--- config.mk ---
export PLATFORM = sky130hd
export DESIGN_NAME = text_console_char_writer
export DESIGN_NICKNAME = d
export VERILOG_FILES = /design/src/design/tcw_pkg.sv /design/src/design/tcw_ctrl.sv /design/src/design/tcw_datapath.sv /design/src/design/text_console_char_writer.sv
export SDC_FILE = /design/constraint.sdc
export NUM_CORES = 1
export LEC_CHECK = 0
export BUFFER_PORTS_ARGS = -buffer_cell sky130_fd_sc_hd__buf_2
export CAP_MARGIN = 20
export CELL_PAD_IN_SITES_DETAIL_PLACEMENT = 0
export CELL_PAD_IN_SITES_GLOBAL_PLACEMENT = 1
export CORE_UTILIZATION = 43
export CTS_CLUSTER_DIAMETER = 80
export DETAILED_ROUTE_END_ITERATION = 10
export HOLD_SLACK_MARGIN = 0.03
export PLACE_DENSITY = 0.84
export RECOVER_POWER = 50
export SLEW_MARGIN = 20
export SYNTH_ARGS = -nofsm -noshare
export SYNTH_HDL_FRONTEND = slang
export SYNTH_HIERARCHICAL = 1
export SYNTH_SLANG_ARGS = --single-unit
--- constraint.sdc ---
create_clock -name clk -period 3.2 [get_ports clk]
set_input_delay 0.32 -clock clk [delete_from_list [all_inputs] [get_ports clk]]
set_output_delay 0.32 -clock clk [all_outputs]
set_load 0.01 [all_outputs]
--- src/design/tcw_pkg.sv ---
`timescale 1ns / 1ps
// ----------------------------------------------------------------------------
// tcw_pkg
// Shared types and constants for the text console character writer: cell
// layout, special character codes, controller states, command and status.
// ----------------------------------------------------------------------------
package tcw_pkg;

  // cell and field layout
  localparam int CELL_W    = 16;
  localparam int CHAR_W    = 8;
  localparam int ATTR_W    = 8;
  localparam int POS_OUT_W = 11;

  // screen size defaults
  localparam int DEF_SCREEN_COLUMNS = 80;
  localparam int DEF_SCREEN_ROWS    = 25;

  // character and attribute codes
  localparam logic [CHAR_W-1:0] BLANK_CHAR   = 8'h20;
  localparam logic [CHAR_W-1:0] NEWLINE_CHAR = 8'h0A;
  localparam logic [ATTR_W-1:0] RESET_ATTR   = 8'h07;

  // input command codes
  localparam logic CMD_PUT   = 1'b0;
  localparam logic CMD_CLEAR = 1'b1;

  // controller states
  typedef enum logic [2:0] {
    ST_INIT,   // blanking pass after reset
    ST_IDLE,   // waiting for an item
    ST_CLEAR,  // blanking pass for a clear command
    ST_COPY,   // scroll: move rows up one cell per cycle
    ST_DRAIN,  // scroll: last copy write lands
    ST_BLANK,  // scroll: blank the bottom row
    ST_WRITE,  // write the character cell and post the result
    ST_DONE    // post the result
  } tcw_state_t;

  // controller to datapath commands
  typedef struct packed {
    logic load_item;    // latch character and scroll flag
    logic cur_home;     // cursor to column 0, row 0
    logic col_zero;     // cursor column to 0
    logic row_inc;      // cursor row plus one
    logic scroll_set;   // mark the item as scrolled
    logic idx_clear;    // sweep index to 0
    logic idx_inc;      // sweep index plus one
    logic copy_rd;      // read the cell one row below the index
    logic blank_wr;     // write a blank cell at the index
    logic blank_reset;  // blank with the reset attribute
    logic char_wr;      // write the character at the cursor, advance column
    logic out_load;     // load the result register
  } tcw_cmd_t;

  // datapath to controller status
  typedef struct packed {
    logic in_clear;       // offered item is a clear command
    logic in_newline;     // offered item is a newline
    logic col_at_end;     // column is past the end of the row
    logic row_last;       // cursor on the last row
    logic idx_copy_last;  // last copy source step
    logic idx_last;       // index at the last cell
    logic out_free;       // result register can take a result
  } tcw_stat_t;

endpackage

--- src/design/tcw_ctrl.sv ---
`timescale 1ns / 1ps
// ----------------------------------------------------------------------------
// tcw_ctrl
// Controller for the console writer: decodes each item, sequences clearing,
// scrolling and the cell write, and hands the result to the output register.
// ----------------------------------------------------------------------------
module tcw_ctrl
  import tcw_pkg::*;
(
  input  logic      clk,
  input  logic      rst,
  input  logic      in_valid,
  output logic      in_ready,
  input  tcw_stat_t stat,
  output tcw_cmd_t  cmd
);

  tcw_state_t state, state_next;
  logic       pend_write, pend_write_next;

  // state register
  always_ff @(posedge clk) begin
    if (rst) begin
      state      <= ST_INIT;
      pend_write <= 1'b0;
    end else begin
      state      <= state_next;
      pend_write <= pend_write_next;
    end
  end

  // next state and commands
  always_comb begin
    state_next      = state;
    pend_write_next = pend_write;
    cmd             = '0;
    in_ready        = 1'b0;
    unique case (state)
      ST_INIT: begin
        cmd.blank_wr    = 1'b1;
        cmd.blank_reset = 1'b1;
        cmd.idx_inc     = 1'b1;
        if (stat.idx_last) begin
          state_next = ST_IDLE;
        end
      end
      ST_IDLE: begin
        in_ready = 1'b1;
        if (in_valid) begin
          cmd.load_item   = 1'b1;
          cmd.idx_clear   = 1'b1;
          pend_write_next = 1'b0;
          if (stat.in_clear) begin
            cmd.cur_home = 1'b1;
            state_next   = ST_CLEAR;
          end else if (stat.in_newline) begin
            cmd.col_zero = 1'b1;
            if (stat.row_last) begin
              cmd.scroll_set = 1'b1;
              state_next     = ST_COPY;
            end else begin
              cmd.row_inc = 1'b1;
              state_next  = ST_DONE;
            end
          end else if (stat.col_at_end) begin
            cmd.col_zero = 1'b1;
            if (stat.row_last) begin
              cmd.scroll_set  = 1'b1;
              pend_write_next = 1'b1;
              state_next      = ST_COPY;
            end else begin
              cmd.row_inc = 1'b1;
              state_next  = ST_WRITE;
            end
          end else begin
            state_next = ST_WRITE;
          end
        end
      end
      ST_CLEAR: begin
        cmd.blank_wr = 1'b1;
        cmd.idx_inc  = 1'b1;
        if (stat.idx_last) begin
          state_next = ST_DONE;
        end
      end
      ST_COPY: begin
        cmd.copy_rd = 1'b1;
        cmd.idx_inc = 1'b1;
        if (stat.idx_copy_last) begin
          state_next = ST_DRAIN;
        end
      end
      ST_DRAIN: begin
        state_next = ST_BLANK;
      end
      ST_BLANK: begin
        cmd.blank_wr = 1'b1;
        cmd.idx_inc  = 1'b1;
        if (stat.idx_last) begin
          state_next = pend_write ? ST_WRITE : ST_DONE;
        end
      end
      ST_WRITE: begin
        if (stat.out_free) begin
          cmd.char_wr  = 1'b1;
          cmd.out_load = 1'b1;
          state_next   = ST_IDLE;
        end
      end
      ST_DONE: begin
        if (stat.out_free) begin
          cmd.out_load = 1'b1;
          state_next   = ST_IDLE;
        end
      end
      default: begin
        state_next = ST_IDLE;
      end
    endcase
  end

endmodule

--- src/design/tcw_datapath.sv ---
`timescale 1ns / 1ps
// ----------------------------------------------------------------------------
// tcw_datapath
// Screen cell memory, cursor registers, sweep index and result register of
// the console writer, driven by commands from the controller.
// ----------------------------------------------------------------------------
module tcw_datapath
  import tcw_pkg::*;
#(
  parameter int SCREEN_COLUMNS = DEF_SCREEN_COLUMNS,
  parameter int SCREEN_ROWS    = DEF_SCREEN_ROWS
) (
  input  logic                 clk,
  input  logic                 rst,
  input  logic                 attr_wr_en,
  input  logic [ATTR_W-1:0]    attr_wr_data,
  input  logic                 in_cmd,
  input  logic [CHAR_W-1:0]    in_char,
  input  tcw_cmd_t             cmd,
  output tcw_stat_t            stat,
  output logic                 out_valid,
  input  logic                 out_ready,
  output logic [POS_OUT_W-1:0] out_pos,
  output logic                 out_scrolled
);

  localparam int CELLS  = SCREEN_COLUMNS * SCREEN_ROWS;
  localparam int ADDR_W = $clog2(CELLS);
  localparam int COL_W  = $clog2(SCREEN_COLUMNS + 1);
  localparam int ROW_W  = $clog2(SCREEN_ROWS);
  localparam int FULL_W = $clog2(CELLS + 1);
  localparam int PW     = (FULL_W > POS_OUT_W) ? FULL_W : POS_OUT_W;

  logic [ATTR_W-1:0] attr;
  logic [CHAR_W-1:0] char_held;
  logic              scroll_flag;
  logic [COL_W-1:0]  col;
  logic [ROW_W-1:0]  row;
  logic [ADDR_W-1:0] idx;
  logic              copy_pend;
  logic [ADDR_W-1:0] copy_addr;
  logic [CELL_W-1:0] rdata;
  logic [CELL_W-1:0] mem [CELLS];

  logic [PW-1:0]     base;
  logic [PW-1:0]     cur_lin;
  logic [ADDR_W-1:0] waddr;
  logic [ADDR_W-1:0] raddr;
  logic [CELL_W-1:0] blank_cell;
  logic [CELL_W-1:0] char_cell;

  // attribute register
  always_ff @(posedge clk) begin
    if (rst) begin
      attr <= RESET_ATTR;
    end else if (attr_wr_en) begin
      attr <= attr_wr_data;
    end
  end

  // cursor registers
  always_ff @(posedge clk) begin
    if (rst) begin
      col <= '0;
      row <= '0;
    end else begin
      if (cmd.cur_home || cmd.col_zero) begin
        col <= '0;
      end else if (cmd.char_wr) begin
        col <= col + COL_W'(1);
      end
      if (cmd.cur_home) begin
        row <= '0;
      end else if (cmd.row_inc) begin
        row <= row + ROW_W'(1);
      end
    end
  end

  // held character and scroll flag of the item in work
  always_ff @(posedge clk) begin
    if (cmd.load_item) begin
      char_held   <= in_char;
      scroll_flag <= cmd.scroll_set;
    end
  end

  // sweep index and copy write pipe
  always_ff @(posedge clk) begin
    if (rst) begin
      idx       <= '0;
      copy_pend <= 1'b0;
    end else begin
      if (cmd.idx_clear) begin
        idx <= '0;
      end else if (cmd.idx_inc) begin
        idx <= idx + ADDR_W'(1);
      end
      copy_pend <= cmd.copy_rd;
    end
  end

  always_ff @(posedge clk) begin
    if (cmd.copy_rd) begin
      copy_addr <= idx;
    end
  end

  // cursor address
  assign base       = PW'(row) * PW'(SCREEN_COLUMNS);
  assign cur_lin    = base + PW'(col);
  assign waddr      = cur_lin[ADDR_W-1:0];
  assign raddr      = idx + ADDR_W'(SCREEN_COLUMNS);
  assign blank_cell = {(cmd.blank_reset ? RESET_ATTR : attr), BLANK_CHAR};
  assign char_cell  = {attr, char_held};

  // screen memory: one write port, one registered read port
  always_ff @(posedge clk) begin
    if (copy_pend) begin
      mem[copy_addr] <= rdata;
    end else if (cmd.blank_wr) begin
      mem[idx] <= blank_cell;
    end else if (cmd.char_wr) begin
      mem[waddr] <= char_cell;
    end
  end

  always_ff @(posedge clk) begin
    if (cmd.copy_rd) begin
      rdata <= mem[raddr];
    end
  end

  // result register
  always_ff @(posedge clk) begin
    if (rst) begin
      out_valid <= 1'b0;
    end else if (cmd.out_load) begin
      out_valid <= 1'b1;
    end else if (out_ready) begin
      out_valid <= 1'b0;
    end
  end

  always_ff @(posedge clk) begin
    if (cmd.out_load) begin
      out_scrolled <= scroll_flag;
      out_pos      <= POS_OUT_W'(cur_lin + PW'(cmd.char_wr));
    end
  end

  // status to controller
  assign stat.in_clear      = (in_cmd == CMD_CLEAR);
  assign stat.in_newline    = (in_char == NEWLINE_CHAR);
  assign stat.col_at_end    = (col == COL_W'(SCREEN_COLUMNS));
  assign stat.row_last      = (row == ROW_W'(SCREEN_ROWS - 1));
  assign stat.idx_copy_last = (idx == ADDR_W'(CELLS - SCREEN_COLUMNS - 1));
  assign stat.idx_last      = (idx == ADDR_W'(CELLS - 1));
  assign stat.out_free      = !out_valid || out_ready;

endmodule

--- src/design/text_console_char_writer.sv ---
`timescale 1ns / 1ps
// ----------------------------------------------------------------------------
// text_console_char_writer
// Text-mode console engine: character writes, newline, wrap, scroll, clear.
// ----------------------------------------------------------------------------
// Input items arrive on s_axis: tdata carries the character byte, tuser the
// command (0 put, 1 clear screen). Each item yields one result on m_axis:
// tdata carries the linear cursor position, tuser the scrolled flag.
// The attribute byte for written cells and for cells blanked by clear or scroll
// is set through attr_wr_en / attr_wr_data, one write per cycle, no read-back.
// An ordinary character or a newline without scroll is accepted, then the cell
// write (for a character) and the result load follow once the output register is free.
// A scroll walks the screen memory: it copies the rows up one row, drains
// the last copy write, blanks the bottom row, then does the cell write or
// posts the result. A clear blanks every cell, then posts the result.
// After reset the block blanks the whole screen, one cell per cycle
// (SCREEN_COLUMNS * SCREEN_ROWS cells, 2000 by default), and accepts no item
// until that pass ends; attribute writes are taken meanwhile.
// The result waits in an output register; a new item is taken while it
// waits, and the next item stalls only when its own result is ready and the
// register is still full.
// ----------------------------------------------------------------------------
module text_console_char_writer
  import tcw_pkg::*;
#(
  parameter int SCREEN_COLUMNS = DEF_SCREEN_COLUMNS,
  parameter int SCREEN_ROWS    = DEF_SCREEN_ROWS
) (
  input  logic              clk,
  input  logic              rst,
  // attribute register write
  input  logic              attr_wr_en,
  input  logic [ATTR_W-1:0] attr_wr_data,
  // input items
  input  logic              s_axis_tvalid,
  output logic              s_axis_tready,
  input  logic [7:0]        s_axis_tdata,   // [7:0] char_code
  input  logic              s_axis_tuser,   // [0] cmd
  // result items
  output logic              m_axis_tvalid,
  input  logic              m_axis_tready,
  output logic [15:0]       m_axis_tdata,   // [10:0] cursor_position, [15:11] zero
  output logic              m_axis_tuser    // [0] scrolled
);

  tcw_cmd_t             cmd;
  tcw_stat_t            stat;
  logic [POS_OUT_W-1:0] out_pos;

  // controller
  tcw_ctrl u_ctrl (
    .clk      (clk),
    .rst      (rst),
    .in_valid (s_axis_tvalid),
    .in_ready (s_axis_tready),
    .stat     (stat),
    .cmd      (cmd)
  );

  // datapath
  tcw_datapath #(
    .SCREEN_COLUMNS (SCREEN_COLUMNS),
    .SCREEN_ROWS    (SCREEN_ROWS)
  ) u_datapath (
    .clk          (clk),
    .rst          (rst),
    .attr_wr_en   (attr_wr_en),
    .attr_wr_data (attr_wr_data),
    .in_cmd       (s_axis_tuser),
    .in_char      (s_axis_tdata),
    .cmd          (cmd),
    .stat         (stat),
    .out_valid    (m_axis_tvalid),
    .out_ready    (m_axis_tready),
    .out_pos      (out_pos),
    .out_scrolled (m_axis_tuser)
  );

  assign m_axis_tdata = {5'b0, out_pos};

endmodule
==> metrics <==
num rows 26; Pwr Density 380.6 nW/um^2; Worst EP required 3270 ps; nets 301; vias in the first global route 1470; drt wl/cell 12.47 um; DRC violations left 0; crit end category flip-flop; Routed Antenna Nets 0; clk buf depth 2; Startpoint Class flip-flop; starting density of the core 0.4506; Crit path buffers/inverters 1; Synth Warn # 6; total CTS buffers 5; first-pass GRT wire length 6699 um; Clock Latency Late Sink 290 ps; RSZ-0062 raised after global routing false; vias per cell 5.129; synthesized area 2316 um^2; setup_tns 0 ps; Finished Cell Area 2544 um^2; clk sinks 41; CP Class flip-flop to flip-flop; crit path max fanout 15; Setup Fix Bufs, Post-CTS 0; port buffer count 26; Cell Chain, Critical Path nand3_1, nor2_1, clkbuf_1, ha_1, ha_1, nand3_1, o21ai_0, nand4_1, o311ai_0; GRT Util Overall 0.1577; Worst-path clk slew 80 ps; Slowest-stage cell, CP dfxtp_1; Filler cells 534; Tightest Pin Transition 766.2 ps; placed cell area 2459 um^2; final hold slack 298.4 ps; H-tree levels 2; Pleak 0.9880 nW; leading cell type in the layout, fill and taps excluded dfxtp_1; final setup vio count 0; final wirelength 4154 um; Worst Hold Class input pin to flip-flop; Die X 75.39 um; crit-path leading delay family flip-flops; Layout area overhead 9.833%; clk root buf clkbuf_8; share of layout cells above drive strength 1 0.08365; grt ovf 0; vias 1708; First DRT Iteration DRCs 35; RD Place Congestion 0.7824; critical path's largest stage delay 610 ps; Max-cap violations 0; Hold Buf Count CTS 0; Fmax achieved 0.3754 GHz; initial antenna violation count 0; cell count after synthesis 238; CTS tree built; die area 5684 um^2; fin crit period 2664 ps; Clock Skew 7.792 ps; status completed; Fin. Hold Viols 0; Die H 75.39 um; fin. max-slew vios 0; Inserted Diodes 0; Final period util 0.8325; DP HPWL 3058 um; Core Region 5140 um^2; I/O pins 41; commonest non-fill, non-tap cells in the layout dfxtp_1, nor2_1, clkbuf_1, ha_1, xor2_1; drt first pass iters 4; Rel. slew slack 0.4820; post-CTS sizing 0; worst ir drop on vdd 193.8 uV; syn_area_per_cell 9.731 um^2; Data arrival, critical path 2730 ps; largest net degree at the start of global routing 16
==> stage by stage <==
step	setup WS, ps	utilization	instances	power (W)
3_5_place_dp	706.9	0.4783	325	0.0005780
2_1_floorplan	975.9	-	242	0.0005728
4_1_cts	689.7	0.4990	333	0.0009818
6_report	535.8	0.4949	333	0.0009682
3_3_place_gp	793.8	0.4783	325	0.0005778
5_1_grt	264.9	0.4949	333	0.001005
==> path summary, 6_finish.rpt <==
check | start | to | slack (ps) | cells past startpoint
worst min-delay path | rst | u_ctrl/state[0]$_SDFFE_PP0P_ | 300 | 2
worst max-delay path | u_ctrl/state[1]$_SDFFE_PP0P_ | u_datapath/out_pos[8]$_DFFE_PP_ | 540 | 9
worst min register to register | u_datapath/scroll_flag$_DFFE_PP_ | u_datapath/out_scrolled$_DFFE_PP_ | 430 | 0
worst max register to register | u_ctrl/state[1]$_SDFFE_PP0P_ | u_datapath/out_pos[8]$_DFFE_PP_ | 540 | 9
==> layout make-up <==
cell class | count | area (um^2) | share of cell area
tap | 70 | 87.58 | 0.03443
multi-input combinational | 178 | 1249 | 0.4909
sequential | 41 | 950.9 | 0.3738
inverter | 9 | 33.78 | 0.01328
clock inverter | 2 | 33.78 | 0.01328
timing repair buffer | 27 | 116.4 | 0.04575
clock buffer | 6 | 72.57 | 0.02853
==> flip-flops by register name, summed over array words and instances (netlist names) <==
register and flops:
u_datapath/idx 11, u_datapath/out_pos 11, u_datapath/col 7, u_datapath/row 5, u_ctrl/state 3, u_ctrl/pend_write 1, u_datapath/out_scrolled 1, u_datapath/out_valid 1
u_datapath/scroll_flag 1
==> metal layers <==
metal  up-vias  wire (um)  global-route usage
met3         2        128             0.04101
met2        19       1996              0.2639
met4         0         15             0.05556
li1        885          -                   -
met5         -          0                   0
met1       802       2014              0.1970
==> report_power, final <==
part | switching [W] | internal [W] | total, W
Clock | 0.000172 | 0.000230 | 0.000402
Combinational | 0.0000156 | 0.0000115 | 0.0000271
Sequential | 0.00000305 | 0.000535 | 0.000539
Total | 0.000191 | 0.000777 | 0.000968
No activity file was read; power rests on OpenSTA's default activity.
